==> config.mk <==
export PLATFORM = sky130hd
export DESIGN_NAME = pointer_selection_tracker_flat
export DESIGN_NICKNAME = d
export VERILOG_FILES = /design/src/rtl/pst_pkg.sv /design/src/rtl/pst_evt_if.sv /design/src/rtl/pst_cmd_if.sv /design/src/rtl/pst_cfg.sv /design/src/rtl/pst_front.sv /design/src/rtl/pst_queue.sv /design/src/rtl/pst_back.sv /design/src/rtl/pointer_selection_tracker.sv /design/src/flat_wrapper.sv
export VERILOG_INCLUDE_DIRS = /design/src /design/src/rtl
export SDC_FILE = /design/constraint.sdc
export NUM_CORES = 1
export LEC_CHECK = 0
export BUFFER_PORTS_ARGS = -buffer_cell sky130_fd_sc_hd__buf_2
export CORE_MARGIN = 2
export CORE_UTILIZATION = 27
export CTS_BUF_LIST = sky130_fd_sc_hd__clkbuf_8
export DETAILED_ROUTE_END_ITERATION = 16
export PLACE_DENSITY_LB_ADDON = 0.1
export SLEW_MARGIN = 0
export SYNTH_ARGS = -nofsm -noshare
export SYNTH_HDL_FRONTEND = slang
export SYNTH_HIERARCHICAL = 1
export SYNTH_SLANG_ARGS = --single-unit
==> constraint.sdc <==
create_clock -name clk_i -period 22.1 [get_ports clk_i]
set_input_delay 4.42 -clock clk_i [delete_from_list [all_inputs] [get_ports clk_i]]
set_output_delay 4.42 -clock clk_i [all_outputs]
set_load 0.05 [all_outputs]
==> src/rtl/assert_macros.svh <==
// ----------------------------------------------------------------------------
// Assertion macros
// Shared concurrent assertion wrappers, clocked on clk_i, held off in reset.
// ----------------------------------------------------------------------------
`ifndef ASSERT_MACROS_SVH
`define ASSERT_MACROS_SVH

// plain property, checked on every rising edge out of reset
`define PST_ASSERT(name, prop, msg) \
  name: assert property (@(posedge clk_i) disable iff (!rst_ni) (prop)) \
    else $error(msg);

// antecedent implies consequent in the same cycle
`define PST_ASSERT_IMPL(name, ante, cons, msg) \
  name: assert property (@(posedge clk_i) disable iff (!rst_ni) (ante) |-> (cons)) \
    else $error(msg);

`endif

==> src/rtl/pst_pkg.sv <==
// ----------------------------------------------------------------------------
// pst_pkg
// Shared types, codes and defaults of the pointer selection tracker.
// ----------------------------------------------------------------------------
`default_nettype none

package pst_pkg;

  // defaults for the top-level parameters
  localparam int unsigned COORD_BITS_DEF   = 12;
  localparam int unsigned FRAC_BITS_DEF    = 8;
  localparam int unsigned MOVE_DIVISOR_DEF = 20;

  // fixed field widths
  localparam int unsigned VALUE_BITS = 16;
  localparam int unsigned DIV_BITS   = 8;
  localparam int unsigned QUEUE_DEPTH = 2;

  // screen limits after reset
  localparam int unsigned COLS_RESET = 80;
  localparam int unsigned ROWS_RESET = 25;

  // configuration register indexes
  localparam logic REG_COLS = 1'b0;
  localparam logic REG_ROWS = 1'b1;

  // pointer event codes
  typedef enum logic [2:0] {
    OP_SET      = 3'd0,
    OP_MOVE     = 3'd1,
    OP_LPRESS   = 3'd2,
    OP_LRELEASE = 3'd3,
    OP_MPRESS   = 3'd4,
    OP_RPRESS   = 3'd5,
    OP_RRELEASE = 3'd6,
    OP_WHEEL    = 3'd7
  } op_e;

  // command codes
  typedef enum logic [2:0] {
    CMD_DRAW       = 3'd0,
    CMD_SEL_REGION = 3'd1,
    CMD_SEL_WORDS  = 3'd2,
    CMD_SEL_LINES  = 3'd3,
    CMD_REPORT     = 3'd4,
    CMD_PASTE      = 3'd5,
    CMD_SCROLL     = 3'd6
  } cmd_e;

  // button state codes
  localparam logic [1:0] BTN_NONE  = 2'd0;
  localparam logic [1:0] BTN_LEFT  = 2'd1;
  localparam logic [1:0] BTN_RIGHT = 2'd2;

  // selection granularity codes
  localparam logic [1:0] GRAN_REGION = 2'd0;
  localparam logic [1:0] GRAN_WORDS  = 2'd1;
  localparam logic [1:0] GRAN_LINES  = 2'd2;

  // scroll steps
  localparam logic signed [2:0] SCROLL_NONE = 3'sd0;
  localparam logic signed [2:0] SCROLL_UP   = 3'sd2;
  localparam logic signed [2:0] SCROLL_DOWN = -3'sd2;

endpackage

`default_nettype wire

==> src/rtl/pst_evt_if.sv <==
// ----------------------------------------------------------------------------
// pst_evt_if
// Pointer event channel: valid/ready handshake and event payload.
// ----------------------------------------------------------------------------
`default_nettype none

interface pst_evt_if;
  import pst_pkg::*;

  logic                         valid;
  logic                         ready;
  logic [2:0]                   op;
  logic signed [VALUE_BITS-1:0] horiz_value;
  logic signed [VALUE_BITS-1:0] vert_value;

  modport source (output valid, output op, output horiz_value, output vert_value,
                  input ready);
  modport sink   (input valid, input op, input horiz_value, input vert_value,
                  output ready);
endinterface

`default_nettype wire

==> src/rtl/pst_cmd_if.sv <==
// ----------------------------------------------------------------------------
// pst_cmd_if
// Command channel: valid/ready handshake and command payload.
// ----------------------------------------------------------------------------
`default_nettype none

interface pst_cmd_if #(
  parameter int unsigned COORD_BITS = pst_pkg::COORD_BITS_DEF
);
  logic                  valid;
  logic                  ready;
  logic [2:0]            command;
  logic [COORD_BITS-1:0] cursor_col;
  logic [COORD_BITS-1:0] cursor_row;
  logic [COORD_BITS-1:0] corner_col;
  logic [COORD_BITS-1:0] corner_row;
  logic [1:0]            button_state;
  logic signed [2:0]     scroll_amount;
  logic                  last;

  modport source (output valid, output command, output cursor_col, output cursor_row,
                  output corner_col, output corner_row, output button_state,
                  output scroll_amount, output last, input ready);
  modport sink   (input valid, input command, input cursor_col, input cursor_row,
                  input corner_col, input corner_row, input button_state,
                  input scroll_amount, input last, output ready);
endinterface

`default_nettype wire

==> src/rtl/pst_cfg.sv <==
// ----------------------------------------------------------------------------
// pst_cfg
// APB register file holding the screen limits; a zero limit is used as one.
// ----------------------------------------------------------------------------
`default_nettype none

module pst_cfg #(
  parameter int unsigned COORD_BITS = pst_pkg::COORD_BITS_DEF
) (
  input  logic                  clk_i,
  input  logic                  rst_ni,
  input  logic                  psel,
  input  logic                  penable,
  input  logic                  pwrite,
  input  logic [2:0]            paddr,
  input  logic [31:0]           pwdata,
  output logic [31:0]           prdata,
  output logic                  pready,
  output logic [COORD_BITS-1:0] cols_lim_o,
  output logic [COORD_BITS-1:0] rows_lim_o
);
  import pst_pkg::*;

  logic [COORD_BITS-1:0] cols_q;
  logic [COORD_BITS-1:0] rows_q;
  logic                  wr_en;
  logic                  reg_idx;

  assign pready  = 1'b1;
  assign reg_idx = paddr[2];
  assign wr_en   = psel & penable & pwrite;

  // register writes
  always_ff @(posedge clk_i or negedge rst_ni) begin
    if (!rst_ni) begin
      cols_q <= COORD_BITS'(COLS_RESET);
      rows_q <= COORD_BITS'(ROWS_RESET);
    end else if (wr_en) begin
      unique case (reg_idx)
        REG_COLS: cols_q <= pwdata[COORD_BITS-1:0];
        REG_ROWS: rows_q <= pwdata[COORD_BITS-1:0];
        default:  ;
      endcase
    end
  end

  // read mux
  always_comb begin
    unique case (reg_idx)
      REG_COLS: prdata = {{(32-COORD_BITS){1'b0}}, cols_q};
      REG_ROWS: prdata = {{(32-COORD_BITS){1'b0}}, rows_q};
      default:  prdata = '0;
    endcase
  end

  // clamp limits used by the datapath
  assign cols_lim_o = (cols_q == '0) ? COORD_BITS'(1) : cols_q;
  assign rows_lim_o = (rows_q == '0) ? COORD_BITS'(1) : rows_q;

endmodule

`default_nettype wire

==> src/rtl/pst_front.sv <==
// ----------------------------------------------------------------------------
// pst_front
// Event front end: accepts events, scales move deltas by 2^FRAC_BITS over
// MOVE_DIVISOR (reciprocal multiply plus one correction step) and drops
// wheel events of zero amount.
// ----------------------------------------------------------------------------
`default_nettype none

`include "assert_macros.svh"

module pst_front #(
  parameter int unsigned FRAC_BITS    = pst_pkg::FRAC_BITS_DEF,
  parameter int unsigned MOVE_DIVISOR = pst_pkg::MOVE_DIVISOR_DEF
) (
  input  logic                                          clk_i,
  input  logic                                          rst_ni,
  pst_evt_if.sink                                       evt_i,
  output logic                                          q_valid_o,
  input  logic                                          q_ready_i,
  output pst_pkg::op_e                                  q_op_o,
  output logic signed [pst_pkg::VALUE_BITS-1:0]         q_horiz_o,
  output logic signed [pst_pkg::VALUE_BITS-1:0]         q_vert_o,
  output logic signed [pst_pkg::VALUE_BITS+FRAC_BITS:0] q_dcol_o,
  output logic signed [pst_pkg::VALUE_BITS+FRAC_BITS:0] q_drow_o
);
  import pst_pkg::*;

  localparam int unsigned MagBits   = VALUE_BITS + FRAC_BITS;
  localparam int unsigned RecipBits = MagBits + 1;
  localparam int unsigned ProdBits  = VALUE_BITS + RecipBits;
  localparam int unsigned RemBits   = MagBits + DIV_BITS + 1;
  localparam logic [RecipBits-1:0] RECIP = RecipBits'((64'd1 << MagBits) / MOVE_DIVISOR);
  localparam logic [DIV_BITS-1:0] DIVISOR = DIV_BITS'(MOVE_DIVISOR);

  // magnitude of a signed value
  function automatic logic [VALUE_BITS-1:0] mag_of(input logic signed [VALUE_BITS-1:0] x);
    return x[VALUE_BITS-1] ? -x : x;
  endfunction

  // estimate is the quotient or one below it; one compare fixes it
  function automatic logic [MagBits-1:0] quot_fix(input logic [MagBits-1:0] mag,
                                                  input logic [MagBits-1:0] est);
    logic [RemBits-1:0] rem;
    rem = RemBits'(mag) - RemBits'(est) * RemBits'(DIVISOR);
    return (rem >= RemBits'(DIVISOR)) ? est + MagBits'(1) : est;
  endfunction

  // stage 1: accepted event
  logic                         s1_valid_q;
  op_e                          s1_op_q;
  logic signed [VALUE_BITS-1:0] s1_h_q;
  logic signed [VALUE_BITS-1:0] s1_v_q;

  // stage 2: magnitudes and quotient estimates
  logic                         s2_valid_q;
  op_e                          s2_op_q;
  logic signed [VALUE_BITS-1:0] s2_h_q;
  logic signed [VALUE_BITS-1:0] s2_v_q;
  logic [MagBits-1:0]           s2_hmag_q;
  logic [MagBits-1:0]           s2_vmag_q;
  logic [MagBits-1:0]           s2_hest_q;
  logic [MagBits-1:0]           s2_vest_q;

  logic                         s1_adv;
  logic                         s2_adv;
  logic                         s2_free;
  logic                         s2_drop;
  logic [VALUE_BITS-1:0]        h_abs;
  logic [VALUE_BITS-1:0]        v_abs;
  logic [ProdBits-1:0]          h_prod;
  logic [ProdBits-1:0]          v_prod;
  logic [MagBits-1:0]           h_quot;
  logic [MagBits-1:0]           v_quot;

  // pipeline flow control
  assign s2_drop   = (s2_op_q == OP_WHEEL) && (s2_v_q == '0);
  assign s2_adv    = s2_valid_q && (s2_drop || q_ready_i);
  assign s2_free   = !s2_valid_q || s2_adv;
  assign s1_adv    = s1_valid_q && s2_free;
  assign evt_i.ready = !s1_valid_q || s2_free;
  assign q_valid_o = s2_valid_q && !s2_drop;

  // reciprocal multiply, stage 1 to 2
  assign h_abs  = mag_of(s1_h_q);
  assign v_abs  = mag_of(s1_v_q);
  assign h_prod = ProdBits'(h_abs) * ProdBits'(RECIP);
  assign v_prod = ProdBits'(v_abs) * ProdBits'(RECIP);

  always_ff @(posedge clk_i or negedge rst_ni) begin
    if (!rst_ni) begin
      s1_valid_q <= 1'b0;
      s2_valid_q <= 1'b0;
    end else begin
      if (evt_i.ready) begin
        s1_valid_q <= evt_i.valid;
      end
      if (s2_free) begin
        s2_valid_q <= s1_valid_q;
      end
    end
  end

  // payload registers
  always_ff @(posedge clk_i) begin
    if (evt_i.valid && evt_i.ready) begin
      s1_op_q <= op_e'(evt_i.op);
      s1_h_q  <= evt_i.horiz_value;
      s1_v_q  <= evt_i.vert_value;
    end
    if (s1_adv) begin
      s2_op_q   <= s1_op_q;
      s2_h_q    <= s1_h_q;
      s2_v_q    <= s1_v_q;
      s2_hmag_q <= {h_abs, {FRAC_BITS{1'b0}}};
      s2_vmag_q <= {v_abs, {FRAC_BITS{1'b0}}};
      s2_hest_q <= h_prod[VALUE_BITS +: MagBits];
      s2_vest_q <= v_prod[VALUE_BITS +: MagBits];
    end
  end

  // quotient correction and sign, truncated toward zero
  assign h_quot = quot_fix(s2_hmag_q, s2_hest_q);
  assign v_quot = quot_fix(s2_vmag_q, s2_vest_q);

  assign q_op_o    = s2_op_q;
  assign q_horiz_o = s2_h_q;
  assign q_vert_o  = s2_v_q;
  assign q_dcol_o  = s2_h_q[VALUE_BITS-1] ? -$signed({1'b0, h_quot}) : $signed({1'b0, h_quot});
  assign q_drow_o  = s2_v_q[VALUE_BITS-1] ? -$signed({1'b0, v_quot}) : $signed({1'b0, v_quot});

  // a stalled stage 2 keeps its estimate
  `PST_ASSERT(a_s2_hold, (s2_valid_q && !s2_adv) |=> (s2_valid_q && $stable(s2_hest_q)), "front stage 2 lost a stalled event")

endmodule

`default_nettype wire

==> src/rtl/pst_queue.sv <==
// ----------------------------------------------------------------------------
// pst_queue
// Short register FIFO decoupling the event front end from the command unit.
// ----------------------------------------------------------------------------
`default_nettype none

`include "assert_macros.svh"

module pst_queue #(
  parameter int unsigned WIDTH = 8
) (
  input  logic             clk_i,
  input  logic             rst_ni,
  input  logic             push_valid_i,
  output logic             push_ready_o,
  input  logic [WIDTH-1:0] push_data_i,
  output logic             pop_valid_o,
  input  logic             pop_ready_i,
  output logic [WIDTH-1:0] pop_data_o
);
  import pst_pkg::*;

  localparam int unsigned PtrBits = (QUEUE_DEPTH > 1) ? $clog2(QUEUE_DEPTH) : 1;
  localparam int unsigned CntBits = $clog2(QUEUE_DEPTH + 1);

  logic [WIDTH-1:0]   mem_q [QUEUE_DEPTH];
  logic [PtrBits-1:0] wr_ptr_q;
  logic [PtrBits-1:0] rd_ptr_q;
  logic [CntBits-1:0] cnt_q;
  logic               push;
  logic               pop;

  assign push_ready_o = (cnt_q != CntBits'(QUEUE_DEPTH));
  assign pop_valid_o  = (cnt_q != '0);
  assign pop_data_o   = mem_q[rd_ptr_q];
  assign push         = push_valid_i && push_ready_o;
  assign pop          = pop_valid_o && pop_ready_i;

  // pointers and fill count
  always_ff @(posedge clk_i or negedge rst_ni) begin
    if (!rst_ni) begin
      wr_ptr_q <= '0;
      rd_ptr_q <= '0;
      cnt_q    <= '0;
    end else begin
      if (push) begin
        wr_ptr_q <= (wr_ptr_q == PtrBits'(QUEUE_DEPTH - 1)) ? '0 : wr_ptr_q + PtrBits'(1);
      end
      if (pop) begin
        rd_ptr_q <= (rd_ptr_q == PtrBits'(QUEUE_DEPTH - 1)) ? '0 : rd_ptr_q + PtrBits'(1);
      end
      if (push && !pop) begin
        cnt_q <= cnt_q + CntBits'(1);
      end else if (pop && !push) begin
        cnt_q <= cnt_q - CntBits'(1);
      end
    end
  end

  // storage
  always_ff @(posedge clk_i) begin
    if (push) begin
      mem_q[wr_ptr_q] <= push_data_i;
    end
  end

  `PST_ASSERT(a_cnt_bound, cnt_q <= CntBits'(QUEUE_DEPTH), "queue fill count overran depth")

endmodule

`default_nettype wire

==> src/rtl/pst_back.sv <==
// ----------------------------------------------------------------------------
// pst_back
// Command unit: holds cursor, anchor, click cell, granularity and button
// state, and issues one command beat per cycle through an output register while
// the sink is ready. A second command of the same event waits in a pending register.
// ----------------------------------------------------------------------------
`default_nettype none

`include "assert_macros.svh"

module pst_back #(
  parameter int unsigned COORD_BITS = pst_pkg::COORD_BITS_DEF,
  parameter int unsigned FRAC_BITS  = pst_pkg::FRAC_BITS_DEF
) (
  input  logic                                          clk_i,
  input  logic                                          rst_ni,
  input  logic                                          q_valid_i,
  output logic                                          q_ready_o,
  input  logic [2:0]                                    q_op_i,
  input  logic signed [pst_pkg::VALUE_BITS-1:0]         q_horiz_i,
  input  logic signed [pst_pkg::VALUE_BITS-1:0]         q_vert_i,
  input  logic signed [pst_pkg::VALUE_BITS+FRAC_BITS:0] q_dcol_i,
  input  logic signed [pst_pkg::VALUE_BITS+FRAC_BITS:0] q_drow_i,
  input  logic [COORD_BITS-1:0]                         cols_lim_i,
  input  logic [COORD_BITS-1:0]                         rows_lim_i,
  pst_cmd_if.source                                     cmd_o
);
  import pst_pkg::*;

  localparam int unsigned PosBits   = COORD_BITS + FRAC_BITS;
  localparam int unsigned DeltaBits = VALUE_BITS + FRAC_BITS + 1;
  localparam int unsigned SumBits   = ((PosBits > DeltaBits) ? PosBits : DeltaBits) + 2;
  localparam int unsigned CellBits  = VALUE_BITS + 2;

  // absolute placement: value+1 clamped to 1..lim, as a whole cell
  function automatic logic [PosBits-1:0] set_pos(input logic signed [VALUE_BITS-1:0] val,
                                                 input logic [COORD_BITS-1:0] lim);
    logic signed [CellBits-1:0] cval;
    logic signed [CellBits-1:0] lims;
    logic [COORD_BITS-1:0]      res;
    cval = $signed({{2{val[VALUE_BITS-1]}}, val}) + $signed(CellBits'(1));
    lims = $signed({{(CellBits-COORD_BITS){1'b0}}, lim});
    if (cval < $signed(CellBits'(1))) begin
      res = COORD_BITS'(1);
    end else if (cval > lims) begin
      res = lim;
    end else begin
      res = cval[COORD_BITS-1:0];
    end
    return {res, {FRAC_BITS{1'b0}}};
  endfunction

  // relative move: pos+delta clamped to 1.0..lim
  function automatic logic [PosBits-1:0] move_pos(input logic [PosBits-1:0] pos,
                                                  input logic signed [DeltaBits-1:0] d,
                                                  input logic [COORD_BITS-1:0] lim);
    logic signed [SumBits-1:0] sum;
    logic signed [SumBits-1:0] one;
    logic signed [SumBits-1:0] top;
    sum = $signed({{(SumBits-PosBits){1'b0}}, pos})
        + $signed({{(SumBits-DeltaBits){d[DeltaBits-1]}}, d});
    one = $signed({{(SumBits-FRAC_BITS-1){1'b0}}, 1'b1, {FRAC_BITS{1'b0}}});
    top = $signed({{(SumBits-PosBits){1'b0}}, lim, {FRAC_BITS{1'b0}}});
    if (sum < one) begin
      return one[PosBits-1:0];
    end else if (sum > top) begin
      return top[PosBits-1:0];
    end
    return sum[PosBits-1:0];
  endfunction

  // select command for a granularity
  function automatic cmd_e sel_cmd(input logic [1:0] gran);
    case (gran)
      GRAN_WORDS: return CMD_SEL_WORDS;
      GRAN_LINES: return CMD_SEL_LINES;
      default:    return CMD_SEL_REGION;
    endcase
  endfunction

  // architectural state
  logic [PosBits-1:0]    pos_col_q, pos_col_d;
  logic [PosBits-1:0]    pos_row_q, pos_row_d;
  logic [COORD_BITS-1:0] anchor_col_q, anchor_col_d;
  logic [COORD_BITS-1:0] anchor_row_q, anchor_row_d;
  logic                  anchor_valid_q, anchor_valid_d;
  logic [COORD_BITS-1:0] click_col_q, click_col_d;
  logic [COORD_BITS-1:0] click_row_q, click_row_d;
  logic                  click_valid_q, click_valid_d;
  logic [1:0]            gran_q, gran_d;
  logic [1:0]            held_q, held_d;

  // output register and pending second beat
  logic                  out_valid_q;
  cmd_e                  out_cmd_q;
  logic [COORD_BITS-1:0] out_ccol_q;
  logic [COORD_BITS-1:0] out_crow_q;
  logic [COORD_BITS-1:0] out_kcol_q;
  logic [COORD_BITS-1:0] out_krow_q;
  logic [1:0]            out_btn_q;
  logic signed [2:0]     out_scr_q;
  logic                  out_last_q;
  logic                  pend_valid_q;
  cmd_e                  pend_cmd_q;
  logic [COORD_BITS-1:0] pend_kcol_q;
  logic [COORD_BITS-1:0] pend_krow_q;

  // decoded beats of the current event
  op_e                   op;
  logic [COORD_BITS-1:0] cur_col;
  logic [COORD_BITS-1:0] cur_row;
  cmd_e                  r1_cmd;
  logic [COORD_BITS-1:0] r1_kcol;
  logic [COORD_BITS-1:0] r1_krow;
  logic [1:0]            r1_btn;
  logic signed [2:0]     r1_scr;
  logic                  has2;
  cmd_e                  r2_cmd;
  logic [COORD_BITS-1:0] r2_kcol;
  logic [COORD_BITS-1:0] r2_krow;

  logic                  out_free;
  logic                  take;
  logic                  pend_move;

  assign op        = op_e'(q_op_i);
  assign cur_col   = pos_col_q[FRAC_BITS +: COORD_BITS];
  assign cur_row   = pos_row_q[FRAC_BITS +: COORD_BITS];
  assign out_free  = !out_valid_q || cmd_o.ready;
  assign q_ready_o = out_free && !pend_valid_q;
  assign take      = q_valid_i && q_ready_o;
  assign pend_move = pend_valid_q && out_free;

  // event decode and next state
  always_comb begin
    pos_col_d      = pos_col_q;
    pos_row_d      = pos_row_q;
    anchor_col_d   = anchor_col_q;
    anchor_row_d   = anchor_row_q;
    anchor_valid_d = anchor_valid_q;
    click_col_d    = click_col_q;
    click_row_d    = click_row_q;
    click_valid_d  = click_valid_q;
    gran_d         = gran_q;
    held_d         = held_q;
    r1_cmd         = CMD_DRAW;
    r1_kcol        = '0;
    r1_krow        = '0;
    r1_btn         = BTN_NONE;
    r1_scr         = SCROLL_NONE;
    has2           = 1'b0;
    r2_cmd         = CMD_SEL_REGION;
    r2_kcol        = '0;
    r2_krow        = '0;
    unique case (op)
      OP_SET: begin
        pos_col_d = set_pos(q_horiz_i, cols_lim_i);
        pos_row_d = set_pos(q_vert_i, rows_lim_i);
        if (anchor_valid_q) begin
          r1_cmd  = CMD_SEL_REGION;
          r1_kcol = anchor_col_q;
          r1_krow = anchor_row_q;
        end
      end
      OP_MOVE: begin
        pos_col_d = move_pos(pos_col_q, q_dcol_i, cols_lim_i);
        pos_row_d = move_pos(pos_row_q, q_drow_i, rows_lim_i);
        if (anchor_valid_q) begin
          r1_cmd  = sel_cmd(gran_q);
          r1_kcol = anchor_col_q;
          r1_krow = anchor_row_q;
        end
      end
      OP_LPRESS: begin
        held_d = BTN_LEFT;
        r1_cmd = CMD_REPORT;
        r1_btn = BTN_LEFT;
        // repeated click on the same cell steps the granularity
        if (click_valid_q && (click_col_q == cur_col) && (click_row_q == cur_row)) begin
          case (gran_q)
            GRAN_REGION: gran_d = GRAN_WORDS;
            GRAN_WORDS:  gran_d = GRAN_LINES;
            default:     gran_d = GRAN_REGION;
          endcase
        end else begin
          gran_d = GRAN_REGION;
        end
        has2           = 1'b1;
        r2_cmd         = sel_cmd(gran_d);
        r2_kcol        = cur_col;
        r2_krow        = cur_row;
        anchor_col_d   = cur_col;
        anchor_row_d   = cur_row;
        click_col_d    = cur_col;
        click_row_d    = cur_row;
        anchor_valid_d = 1'b1;
        click_valid_d  = 1'b1;
      end
      OP_LRELEASE: begin
        held_d         = BTN_NONE;
        r1_cmd         = CMD_REPORT;
        r1_btn         = BTN_NONE;
        anchor_valid_d = 1'b0;
      end
      OP_MPRESS: begin
        r1_cmd = CMD_PASTE;
      end
      OP_RPRESS: begin
        held_d  = BTN_RIGHT;
        r1_cmd  = CMD_REPORT;
        r1_btn  = BTN_RIGHT;
        has2    = click_valid_q;
        r2_kcol = click_col_q;
        r2_krow = click_row_q;
      end
      OP_RRELEASE: begin
        held_d = BTN_NONE;
        r1_cmd = CMD_REPORT;
        r1_btn = BTN_NONE;
      end
      OP_WHEEL: begin
        r1_cmd = CMD_SCROLL;
        r1_scr = q_vert_i[VALUE_BITS-1] ? SCROLL_DOWN : SCROLL_UP;
      end
      default: ;
    endcase
  end

  // state and beat control
  always_ff @(posedge clk_i or negedge rst_ni) begin
    if (!rst_ni) begin
      pos_col_q      <= PosBits'(1) << FRAC_BITS;
      pos_row_q      <= PosBits'(1) << FRAC_BITS;
      anchor_col_q   <= '0;
      anchor_row_q   <= '0;
      anchor_valid_q <= 1'b0;
      click_col_q    <= '0;
      click_row_q    <= '0;
      click_valid_q  <= 1'b0;
      gran_q         <= GRAN_REGION;
      held_q         <= BTN_NONE;
      out_valid_q    <= 1'b0;
      pend_valid_q   <= 1'b0;
    end else begin
      if (take) begin
        pos_col_q      <= pos_col_d;
        pos_row_q      <= pos_row_d;
        anchor_col_q   <= anchor_col_d;
        anchor_row_q   <= anchor_row_d;
        anchor_valid_q <= anchor_valid_d;
        click_col_q    <= click_col_d;
        click_row_q    <= click_row_d;
        click_valid_q  <= click_valid_d;
        gran_q         <= gran_d;
        held_q         <= held_d;
        out_valid_q    <= 1'b1;
        pend_valid_q   <= has2;
      end else if (pend_move) begin
        out_valid_q  <= 1'b1;
        pend_valid_q <= 1'b0;
      end else if (cmd_o.ready) begin
        out_valid_q <= 1'b0;
      end
    end
  end

  // beat payload; cursor fields carry over to the second beat
  always_ff @(posedge clk_i) begin
    if (take) begin
      out_cmd_q   <= r1_cmd;
      out_ccol_q  <= pos_col_d[FRAC_BITS +: COORD_BITS];
      out_crow_q  <= pos_row_d[FRAC_BITS +: COORD_BITS];
      out_kcol_q  <= r1_kcol;
      out_krow_q  <= r1_krow;
      out_btn_q   <= r1_btn;
      out_scr_q   <= r1_scr;
      out_last_q  <= !has2;
      pend_cmd_q  <= r2_cmd;
      pend_kcol_q <= r2_kcol;
      pend_krow_q <= r2_krow;
    end else if (pend_move) begin
      out_cmd_q  <= pend_cmd_q;
      out_kcol_q <= pend_kcol_q;
      out_krow_q <= pend_krow_q;
      out_btn_q  <= BTN_NONE;
      out_scr_q  <= SCROLL_NONE;
      out_last_q <= 1'b1;
    end
  end

  assign cmd_o.valid         = out_valid_q;
  assign cmd_o.command       = out_cmd_q;
  assign cmd_o.cursor_col    = out_ccol_q;
  assign cmd_o.cursor_row    = out_crow_q;
  assign cmd_o.corner_col    = out_kcol_q;
  assign cmd_o.corner_row    = out_krow_q;
  assign cmd_o.button_state  = out_btn_q;
  assign cmd_o.scroll_amount = out_scr_q;
  assign cmd_o.last          = out_last_q;

  `PST_ASSERT_IMPL(a_pend_has_out, pend_valid_q, out_valid_q, "pending beat without a first beat in flight")
  `PST_ASSERT_IMPL(a_notlast_pend, out_valid_q && !out_last_q, pend_valid_q, "non-final beat with no second beat pending")
  `PST_ASSERT_IMPL(a_no_take_pend, pend_valid_q, !take, "new event taken while a second beat is pending")

endmodule

`default_nettype wire

==> src/rtl/pointer_selection_tracker.sv <==
// Path: an event passes front-end stages 1 and 2, the queue and the command
//   unit's output register; a second beat waits in the pending register.
// Throughput: the front end takes one event per cycle unless stalled; the
//   command unit issues one beat per cycle while the sink is ready.
// Reset: rst_ni low clears the pipeline, queue and beats, puts the cursor at
//   cell 1,1 with no anchor or click, and sets the screen to 80 by 25.
// ----------------------------------------------------------------------------
// pointer_selection_tracker
// Text-console pointer selection tracker: front end, event queue, command unit.
// ----------------------------------------------------------------------------
`default_nettype none

module pointer_selection_tracker #(
  parameter int unsigned COORD_BITS   = pst_pkg::COORD_BITS_DEF,
  parameter int unsigned FRAC_BITS    = pst_pkg::FRAC_BITS_DEF,
  parameter int unsigned MOVE_DIVISOR = pst_pkg::MOVE_DIVISOR_DEF
) (
  input  logic        clk_i,
  input  logic        rst_ni,
  pst_evt_if.sink     evt_i,
  pst_cmd_if.source   cmd_o,
  input  logic        psel,
  input  logic        penable,
  input  logic        pwrite,
  input  logic [2:0]  paddr,
  input  logic [31:0] pwdata,
  output logic [31:0] prdata,
  output logic        pready
);
  import pst_pkg::*;

  localparam int unsigned DeltaBits = VALUE_BITS + FRAC_BITS + 1;
  localparam int unsigned EntryBits = 3 + 2 * VALUE_BITS + 2 * DeltaBits;

  logic [COORD_BITS-1:0]        cols_lim;
  logic [COORD_BITS-1:0]        rows_lim;
  logic                         f_valid;
  logic                         f_ready;
  op_e                          f_op;
  logic signed [VALUE_BITS-1:0] f_h;
  logic signed [VALUE_BITS-1:0] f_v;
  logic signed [DeltaBits-1:0]  f_dcol;
  logic signed [DeltaBits-1:0]  f_drow;
  logic [EntryBits-1:0]         push_data;
  logic [EntryBits-1:0]         pop_data;
  logic                         b_valid;
  logic                         b_ready;
  logic [2:0]                   b_op;
  logic signed [VALUE_BITS-1:0] b_h;
  logic signed [VALUE_BITS-1:0] b_v;
  logic signed [DeltaBits-1:0]  b_dcol;
  logic signed [DeltaBits-1:0]  b_drow;

  // configuration registers
  pst_cfg #(
    .COORD_BITS (COORD_BITS)
  ) u_cfg (
    .clk_i      (clk_i),
    .rst_ni     (rst_ni),
    .psel       (psel),
    .penable    (penable),
    .pwrite     (pwrite),
    .paddr      (paddr),
    .pwdata     (pwdata),
    .prdata     (prdata),
    .pready     (pready),
    .cols_lim_o (cols_lim),
    .rows_lim_o (rows_lim)
  );

  // event front end
  pst_front #(
    .FRAC_BITS    (FRAC_BITS),
    .MOVE_DIVISOR (MOVE_DIVISOR)
  ) u_front (
    .clk_i     (clk_i),
    .rst_ni    (rst_ni),
    .evt_i     (evt_i),
    .q_valid_o (f_valid),
    .q_ready_i (f_ready),
    .q_op_o    (f_op),
    .q_horiz_o (f_h),
    .q_vert_o  (f_v),
    .q_dcol_o  (f_dcol),
    .q_drow_o  (f_drow)
  );

  // queue entry packing
  assign push_data = {f_op, f_h, f_v, f_dcol, f_drow};
  assign {b_op, b_h, b_v, b_dcol, b_drow} = pop_data;

  pst_queue #(
    .WIDTH (EntryBits)
  ) u_queue (
    .clk_i        (clk_i),
    .rst_ni       (rst_ni),
    .push_valid_i (f_valid),
    .push_ready_o (f_ready),
    .push_data_i  (push_data),
    .pop_valid_o  (b_valid),
    .pop_ready_i  (b_ready),
    .pop_data_o   (pop_data)
  );

  // command unit
  pst_back #(
    .COORD_BITS (COORD_BITS),
    .FRAC_BITS  (FRAC_BITS)
  ) u_back (
    .clk_i      (clk_i),
    .rst_ni     (rst_ni),
    .q_valid_i  (b_valid),
    .q_ready_o  (b_ready),
    .q_op_i     (b_op),
    .q_horiz_i  (b_h),
    .q_vert_i   (b_v),
    .q_dcol_i   (b_dcol),
    .q_drow_i   (b_drow),
    .cols_lim_i (cols_lim),
    .rows_lim_i (rows_lim),
    .cmd_o      (cmd_o)
  );

endmodule

`default_nettype wire

==> src/flat_wrapper.sv <==
// flat-port wrapper written by rule: the top's interface ports become plain ports
module pointer_selection_tracker_flat import pst_pkg::*;
#(
  parameter int unsigned COORD_BITS   = pst_pkg::COORD_BITS_DEF,
  parameter int unsigned FRAC_BITS    = pst_pkg::FRAC_BITS_DEF,
  parameter int unsigned MOVE_DIVISOR = pst_pkg::MOVE_DIVISOR_DEF
)
  (clk_i, rst_ni, psel, penable, pwrite, paddr, pwdata, prdata, pready, evt_i_valid, evt_i_op, evt_i_horiz_value, evt_i_vert_value, evt_i_ready, cmd_o_valid, cmd_o_command, cmd_o_cursor_col, cmd_o_cursor_row, cmd_o_corner_col, cmd_o_corner_row, cmd_o_button_state, cmd_o_scroll_amount, cmd_o_last, cmd_o_ready);
  pst_evt_if evt_i_i ();
  pst_cmd_if #(.COORD_BITS(COORD_BITS)) cmd_o_i ();
  input  logic clk_i;
  input  logic rst_ni;
  input  logic psel;
  input  logic penable;
  input  logic pwrite;
  input  logic [2:0] paddr;
  input  logic [31:0] pwdata;
  output logic [31:0] prdata;
  output logic pready;
  input wire logic [$bits(evt_i_i.valid)-1:0] evt_i_valid;
  input wire logic [$bits(evt_i_i.op)-1:0] evt_i_op;
  input wire logic [$bits(evt_i_i.horiz_value)-1:0] evt_i_horiz_value;
  input wire logic [$bits(evt_i_i.vert_value)-1:0] evt_i_vert_value;
  output wire logic [$bits(evt_i_i.ready)-1:0] evt_i_ready;
  output wire logic [$bits(cmd_o_i.valid)-1:0] cmd_o_valid;
  output wire logic [$bits(cmd_o_i.command)-1:0] cmd_o_command;
  output wire logic [$bits(cmd_o_i.cursor_col)-1:0] cmd_o_cursor_col;
  output wire logic [$bits(cmd_o_i.cursor_row)-1:0] cmd_o_cursor_row;
  output wire logic [$bits(cmd_o_i.corner_col)-1:0] cmd_o_corner_col;
  output wire logic [$bits(cmd_o_i.corner_row)-1:0] cmd_o_corner_row;
  output wire logic [$bits(cmd_o_i.button_state)-1:0] cmd_o_button_state;
  output wire logic [$bits(cmd_o_i.scroll_amount)-1:0] cmd_o_scroll_amount;
  output wire logic [$bits(cmd_o_i.last)-1:0] cmd_o_last;
  input wire logic [$bits(cmd_o_i.ready)-1:0] cmd_o_ready;
  assign evt_i_i.valid = evt_i_valid;
  assign evt_i_i.op = evt_i_op;
  assign evt_i_i.horiz_value = evt_i_horiz_value;
  assign evt_i_i.vert_value = evt_i_vert_value;
  assign evt_i_ready = evt_i_i.ready;
  assign cmd_o_valid = cmd_o_i.valid;
  assign cmd_o_command = cmd_o_i.command;
  assign cmd_o_cursor_col = cmd_o_i.cursor_col;
  assign cmd_o_cursor_row = cmd_o_i.cursor_row;
  assign cmd_o_corner_col = cmd_o_i.corner_col;
  assign cmd_o_corner_row = cmd_o_i.corner_row;
  assign cmd_o_button_state = cmd_o_i.button_state;
  assign cmd_o_scroll_amount = cmd_o_i.scroll_amount;
  assign cmd_o_last = cmd_o_i.last;
  assign cmd_o_i.ready = cmd_o_ready;
  pointer_selection_tracker #(.COORD_BITS(COORD_BITS), .FRAC_BITS(FRAC_BITS), .MOVE_DIVISOR(MOVE_DIVISOR)) u_core (.clk_i(clk_i), .rst_ni(rst_ni), .evt_i(evt_i_i), .cmd_o(cmd_o_i), .psel(psel), .penable(penable), .pwrite(pwrite), .paddr(paddr), .pwdata(pwdata), .prdata(prdata), .pready(pready));
endmodule
======== Word-level counts from Yosys, hierarchy flattened ========
Memories as Yosys holds them, arrays and structs flattened.
Index checks and enable logic that the tools add are counted.
cells by class
  $add $sub $neg .......................... 16
  $mul .................................... 4
  div/mod/pow operators ................... 0
  order comparisons ....................... 10
  eq/ne operators ......................... 15
  shift operators ......................... 0
  mux-type cells .......................... 69
  bitwise logic cells ..................... 3
  reductions and logical operators ........ 43
operators with widths
  operator                                                            count
  two-way mux 12 bit                                                  14
  two-way mux 20 bit                                                  6
  one-hot mux 20 bit (2 select lines)                                 2
  multiplier 16 x 18 -> 34 bit, second input constant                 2
  greater-or-equal comparator 33 x 5 -> 1 bit, second input constant  2
  one-hot mux 32 bit (2 select lines)                                 1
  adder 21 x 25 -> 26 bit                                             2
  greater-than comparator 26 x 21 -> 1 bit                            2
  < comparator 26 x 10 -> 1 bit, second input constant                2
  subtractor 24 x 25 -> 26 bit                                        2
  two-way mux 25 bit                                                  2
  negator 21 -> 25 bit                                                2
  one-hot mux 12 bit (2 select lines)                                 2
  multiplier 20 x 3 -> 23 bit, second input constant                  2
  adder 20 x 1 -> 21 bit, second input constant                       2
  two-way mux 21 bit                                                  2
  adder 16 x 2 -> 17 bit, second input constant                       2
  greater-than comparator 17 x 13 -> 1 bit                            2
  < comparator 17 x 2 -> 1 bit, second input constant                 2
  two-way mux 16 bit                                                  2
  negator 16 bit                                                      2
  equality test 12 bit                                                2
  logical NOT 12 bit                                                  2
  two-way mux 1 bit                                                   18
  27 further kinds                                                    81
word-level totals
  register bits after elaboration ......... 326
  bits in latches ......................... 0
  bits in writable memories ............... 170
  ROM bits ................................ 0
  input port bits ......................... 77
  output and inout bits ................... 92
  word-level logic and storage cells ...... 200
  memories kept ........................... 1
memories
  name                  depth  bits a word  read ports  clocked after memory_dff  write ports  RTL line         RTL
  u_core.u_queue.mem_q  2      85           1           0                         1            pst_queue.sv:26  logic [WIDTH-1:0] mem_q [QUEUE_DEPTH];

======== Longest topological paths before layout ========
Gate-level depths: netlist of the first run.
  depth after elaboration ................. 9
  mapped depth ............................ 36
  gate-level depth less buffers ........... 35

======== Cells and area by module ========
The synthesis of the first run kept the hierarchy.
modules (own cells, without submodules)
  module     times used  cells each  area each (um^2)  sequential area each (um^2)
  pst_front  1           1,988       18,966.9          4,254.1
  pst_back   1           1,235       11,538.6          4,216.5
  pst_queue  1           283         6,532.5           5,205.0
  pst_cfg    1           118         1,413.9           606.8

======== Worst setup path before layout of the first run ========
No wires, ideal clock.
  path kind ............................... input-to-output
  start point ............................. input port paddr[2]
  end point ............................... output port prdata[0]
  arrival ................................. 5.081 ns
  required time ........................... 17.680 ns
  setup slack ............................. 12.599 ns
  stages .................................. 2
  path buffers ............................ 1
  cells stage by stage .................... buf_2 -> mux2_2
on the way
  longest elaborated chain between the ends .. 2
RTL lines
  element                                  RTL line            RTL
  start: declaration                       flat_wrapper.sv:16  input logic [2:0] paddr;
  NOT 1 bit                                n/a
  one-hot mux 32 bit (2 select lines) (*)  pst_cfg.sv:49       unique case (reg_idx)
  end: declaration                         flat_wrapper.sv:18  output logic [31:0] prdata;
Every way passes the cells marked *; elsewhere a longest branch is shown, timed or not. The select of a mux whose other input is x is not followed.

======== Final worst setup path of the first run ========
  start point ............................. input port paddr[2]
  end point ............................... output port prdata[7]
The elaborated chain is that of the path after synthesis.

==> flow_metrics.py, run 1 <==
metrics = {
    "timing": {
        "worst_pin_slew_ps": 1070,
        "rsz0062_at_grt": "no",
        "maxSlewViolCount": 0,
        "fin_skew_ps": 59.9,
        "setup_viol_count_final": 0,
        "fmax_mhz": 102,
        "hold_violations": 0,
        "slew_headroom_pct": 28.2,
        "timing.hold.ws_ps": 412,
        "fin_crit_ps": 9770,
        "setup_tns_ps": 0,
        "post-route-period-util_pct": 44.2,
    },
    "flow_run": {
        "drv_cap": 0,
    },
    "logic_synthesis": {
        "ys_seq_area_share_pct": 37.1,
        "ys_types": 116,
        "ys_ff_latch": 492,
        "yosysWarnings": 6,
        "synthCells": 3624,
        "syn_avg_cell_area_um2": 10.6,
        "synth-main-ff-cell": "edfxtp_1",
        "synthesis.area_um2": 38500,
        "ys_async_sr_fraction_pct": 20.3,
        "synth_edf_count": 392,
    },
    "grt": {
        "antenna_found_initial": 4,
        "overflow": 0,
        "grt_pass1_wl_mm": 171,
        "track_usage_pct": 15.2,
        "grt_pass1_vias": 27500,
        "grt_start_max_net_pins": 73,
    },
    "place": {
        "gp_congestion": 0.834,
        "port_buffers": 124,
        "dp.final_hpwl_mm": 87.2,
    },
    "cts": {
        "cts_buffer_depth": 3,
        "ctsResizeCount": 0,
        "clk_latency_ps": 800,
        "root_buffer": "clkbuf_8",
        "cts_max_level": 3,
        "cts_tree": "built",
        "hold_buffers": 0,
        "cts_made_buffers": 94,
        "clkSinkCount": 492,
        "clk_pin_slew_ps": 60,
        "cts_setup_buffers": 0,
    },
    "die": {
        "core_area_um2": 141000,
        "ios": 169,
        "dieArea_um2": 145000,
        "die_w_um": 381,
        "rows": 138,
        "die_height_um": 381,
        "start_util_pct": 27.2,
    },
    "cells_and_area": {
        "final_cell_mix": "422 x ha_1, 392 x edfxtp_1, 366 x inv_1",
        "layout-drive-gt1-share_pct": 14.1,
        "nets": 4369,
        "final_common_cell": "ha_1",
        "areaGrowthSynthToFinish_pct": 11.6,
        "post-route-util_pct": 30.3,
    },
    "routing": {
        "drt_iter0_markers": 1462,
        "vias": 26900,
        "drc": 0,
        "first_pass_iters": 5,
        "wl_mm": 110,
        "wire_per_inst_um": 19.3,
        "post_drt_via_cell_ratio": 4.71,
        "antenna_left": 0,
    },
    "setup_path": {
        "critical_path.top_delay_family": "buffers and inverters",
        "cp_max_fo": 14,
        "crit_type": "in2out",
        "cp_common_cell": "buf_2",
        "slowest_stage": "mux2_2",
        "path_buf_inv": 2,
        "crit_chain": "buf_2 > mux2_2 > buf_2",
        "critPathMaxStageDelay_ps": 410,
        "cp-start-kind": "input pin",
        "required_ps": 17680,
        "arrival_ps": 5350,
        "cp-end-kind": "output pin",
    },
    "status": {
        "status": "complete, no violations",
    },
    "min_path": {
        "hold_class": "reg2reg",
    },
}
[final cells by class]
type / count / area, um^2
clock inverters: 76 / 548
well taps: 1890 / 2360
multi-input cells: 2667 / 22200
flip-flops and latches: 492 / 14300
diodes: 2 / 5.00
repair buffers: 145 / 781
clock buffers: 101 / 1390
fillers: 14700 / 98500
inverters: 344 / 1290
[per-stage QoR]
stage          setup WS, ps  area, um^2  std cells
2_1_floorplan         12600       38500       3643
3_3_place_gp          12340       41000       5538
3_5_place_dp          12340       41000       5538
4_1_cts               12340       42900       5715
5_1_grt               12290       42900       5716
6_report              12330       42900       5717
[kinds of logic after synthesis]
logic type,Yosys count,synth area share (%)
muxes,198,6.23
adders and majority gates,548,20.3
other,3,0.0293
DFF,492,37.1
buffers and inverters,484,5.27
and+or+nand+nor,956,12.8
xor gates and xnor gates,258,5.92
AOI/OAI and AO/OA,685,12.4
[routing by layer]
metal | global-route usage (%) | vias up | share of wire [%]
met4 | 4.36 | 4 | 2.2
met1 | 22.0 | 12900 | 51
li1 | - | 13400 | -
met5 | 0 | - | 0.021
met2 | 23.3 | 458 | 44
met3 | 2.17 | 132 | 3.4
[flip-flops by register name, summed over array words and instances (netlist names), 15 cells and up]
| name | cells |
|---|---|
| u_core/u_queue/mem_q | 170 |
| u_core/u_back/pos_row_q | 20 |
| u_core/u_front/q_horiz_o | 16 |
| u_core/u_front/s1_h_q | 16 |
| u_core/u_front/s1_v_q | 16 |
| u_core/u_front/s2_hmag_q | 15 |
| u_core/u_front/q_vert_o | 16 |
| u_core/u_front/s2_vmag_q | 15 |
| u_core/u_front/s2_hest_q | 20 |
| u_core/u_back/pos_col_q | 20 |
| u_core/u_front/s2_vest_q | 20 |
[path summary, 6_finish.rpt]
path	start	to	slack, ps	depth (start not counted)
max	paddr[2]	prdata[7]	12330	3
min	u_core/u_front/s1_op_q[0]$_DFFE_PP_	u_core/u_front/q_op_o[0]$_DFFE_PP_	410	0
max reg2reg	u_core/u_front/s2_vest_q[1]$_DFFE_PP_	u_core/u_queue/mem_q[1][20]$_DFFE_PP_	13220	32
min reg2reg	u_core/u_front/s1_op_q[0]$_DFFE_PP_	u_core/u_front/q_op_o[0]$_DFFE_PP_	410	0
max in group asynchronous	rst_ni	u_core/u_back/pos_col_q[0]$_DFFE_PN0P_	17070	2
min in group asynchronous	rst_ni	u_core/u_back/pos_row_q[7]$_DFFE_PN0P_	3690	1
[synth_stat cells, types with 12 or more instances]
library cell  instances  share of area (%)
ha_1                422                 14
edfxtp_1            392                 31
inv_1               340                3.3
nand2_1             255                2.5
nor2_1              202                2.0
a21oi_1             163                2.1
xnor2_1             156                3.6
mux2_2              131                3.8
fa_1                126                6.6
nand3_1             103                1.3
o21ai_0             102                1.3
xor2_1              100                2.3
dfrtp_1              93                6.1
clkbuf_1             83               0.81
nor3_1               64               0.83
nand4_1              53               0.86
a21o_1               52                1.0
mux2_4               50                2.0
nand2b_1             42               0.68
a22o_1               39               0.89
a31oi_1              37               0.60
o21a_1               32               0.62
and3_1               28               0.46
nor2b_1              28               0.46
and2_1               26               0.42
nor4_1               26               0.42
buf_4                25               0.49
or3_1                25               0.41
and4_1               23               0.52
o31ai_1              23               0.45
a211oi_1             18               0.35
a22oi_1              17               0.33
mux2i_1              17               0.44
or2_2                17               0.28
buf_2                15               0.20
o211ai_1             15               0.29
o21ai_1              15               0.20
nor3b_1              12               0.23
[worst reg2reg max path: cells and delay by family, from the launching register on]
family,cells,cell delay [ps]
compound gates,14,3450
simple gates,8,2040
fa+ha+maj,5,1450
mux,2,750
flops,1,620
xor+xnor,2,230
buf+inv,1,70
Power of run 1 is left out: the tool's default activity adds up to more than one toggle a clock period on the data nets, which glitch-free logic cannot reach.
==> run 2: changes to the inputs <==
==> constraint.sdc (replaced) <==
create_clock -name clk_i -period 9.95 [get_ports clk_i]
set_input_delay 1.99 -clock clk_i [delete_from_list [all_inputs] [get_ports clk_i]]
set_output_delay 1.99 -clock clk_i [all_outputs]
set_load 0.05 [all_outputs]
==> run 2 against run 1 <==
Net effect:
- clock skew rose by 15 ps
- setup slack got worse by 11000 ps
- cell count did not move
- flip-flop and latch count unchanged
- die area is the same
- sequential share of layout area up 0.085 points
- routed wire length barely moved
- first-iteration DRC count fell by 6.6%
- highest routed layer unchanged
==> flow_metrics.py, run 2 (same netlist as run 1, synthesis figures left out) <==
metrics = {
    "setup_path": {
        "slowest_stage": "edfxtp_1",
        "required_ps": 10420,
        "critPathMaxStageDelay_ps": 750,
        "cp-end-kind": "register",
        "cp_common_cell": "a21oi_1",
        "path_buf_inv": 3,
        "critical_path.top_delay_family": "compound AO/OA/AOI/OAI gates",
        "cp_max_fo": 15,
        "arrival_ps": 9040,
        "cp-start-kind": "register",
        "crit_type": "reg2reg",
    },
    "cells_and_area": {
        "final_cell_mix": "422 x ha_1, 392 x edfxtp_1, 368 x inv_1",
        "layout-drive-gt1-share_pct": 14.2,
        "largest_register_ffs": 170,
        "final_cells": 5717,
        "final_common_cell": "ha_1",
        "top_register": "u_core/u_queue/mem_q",
        "nets": 4374,
        "areaGrowthSynthToFinish_pct": 11.3,
    },
    "grt": {
        "grt_pass1_vias": 27500,
        "track_usage_pct": 15.1,
        "antenna_found_initial": 5,
        "grt_pass1_wl_mm": 170,
        "overflow": 0,
        "grt_start_max_net_pins": 81,
    },
    "routing": {
        "drt_iter0_markers": 1366,
        "antenna_left": 0,
        "wire_per_inst_um": 19.2,
        "first_pass_iters": 7,
        "wl_mm": 110,
        "post_drt_via_cell_ratio": 4.71,
        "vias": 26900,
        "drc": 0,
    },
    "cts": {
        "cts_made_buffers": 93,
        "clk_latency_ps": 790,
        "root_buffer": "clkbuf_8",
        "clkSinkCount": 492,
        "cts_buffer_depth": 3,
        "cts_tree": "built",
        "hold_buffers": 0,
        "ctsResizeCount": 0,
        "cts_setup_buffers": 0,
        "clk_pin_slew_ps": 60,
        "cts_max_level": 3,
    },
    "place": {
        "port_buffers": 124,
        "dp.final_hpwl_mm": 87.2,
        "gp_congestion": 0.846,
        "dp_cells": 5544,
    },
    "die": {
        "rows": 138,
        "ios": 169,
        "die_w_um": 381,
        "dieArea_um2": 145000,
        "die_height_um": 381,
        "start_util_pct": 27.2,
        "core_area_um2": 141000,
    },
    "min_path": {
        "hold_class": "reg2reg",
    },
    "timing": {
        "fin_crit_ps": 8570,
        "worst_pin_slew_ps": 1070,
        "fmax_mhz": 117,
        "maxSlewViolCount": 0,
        "hold_violations": 0,
        "rsz0062_at_grt": "no",
        "fin_skew_ps": 75.1,
        "slew_headroom_pct": 28.6,
        "post-route-period-util_pct": 86.1,
        "setup_tns_ps": 0,
        "setup_viol_count_final": 0,
    },
    "flow_run": {
        "drv_cap": 0,
    },
    "status": {
        "status": "complete, no violations",
    },
}
run 2: through the flow:
step / hold slack, ps / worst slack [ps] / utilization, % / area (um^2)
final: 427 / 1380 / 30.3 / 42800
after floorplan: 400 / 2590 / - / 38500
after global routing: 441 / 685 / 30.3 / 42800
after global placement: 416 / 1410 / 29.0 / 41000
after CTS: 430 / 1320 / 30.3 / 42800
after detailed placement: 414 / 1420 / 29.0 / 41000
run 2: cell type report:
class / count / area, um^2
antenna: 4 / 10.0
clock inverter: 69 / 403
inverter: 344 / 1290
fill: 14800 / 98600
tap: 1890 / 2360
sequential: 492 / 14300
clock buffer: 100 / 1380
timing repair buffer: 151 / 826
multi-input combinational: 2667 / 22200
run 2: path summary, 6_finish.rpt:
check	slack (ps)	cells after the start	start	to
worst max-delay path	1380	33	u_core/u_front/s2_hest_q[2]$_DFFE_PP_	u_core/u_queue/mem_q[1][45]$_DFFE_PP_
worst min-delay path	430	0	u_core/u_front/s1_op_q[0]$_DFFE_PP_	u_core/u_front/q_op_o[0]$_DFFE_PP_
worst max register to register	1380	33	u_core/u_front/s2_hest_q[2]$_DFFE_PP_	u_core/u_queue/mem_q[1][45]$_DFFE_PP_
worst min register to register	430	0	u_core/u_front/s1_op_q[0]$_DFFE_PP_	u_core/u_front/q_op_o[0]$_DFFE_PP_
max in group asynchronous	7340	2	rst_ni	u_core/u_queue/rd_ptr_q$_DFFE_PN0P_
min in group asynchronous	1250	1	rst_ni	u_core/u_back/click_row_q[4]$_DFFE_PN0P_
run 2: worst reg2reg max path, delay by kind of cell (launching register included):
family                     cells  cell delay (ps)
muxes                          1              320
AOI/OAI and AO/OA             15             2960
buffers and inverters          3              180
xor gates and xnor gates       2              330
adders and majority gates      5             1520
and+or+nand+nor                7             2240
DFF                            1              750
run 2: metal layers:
layer | global-route usage (%) | share of wire (%) | wire, um
met4 | 4.10 | 2.2 | 2470
met1 | 21.8 | 51 | 55900
met3 | 1.79 | 2.8 | 3090
met5 | 0 | 0.022 | 24
met2 | 23.6 | 44 | 48600
Power of run 2 is left out for the same reason.
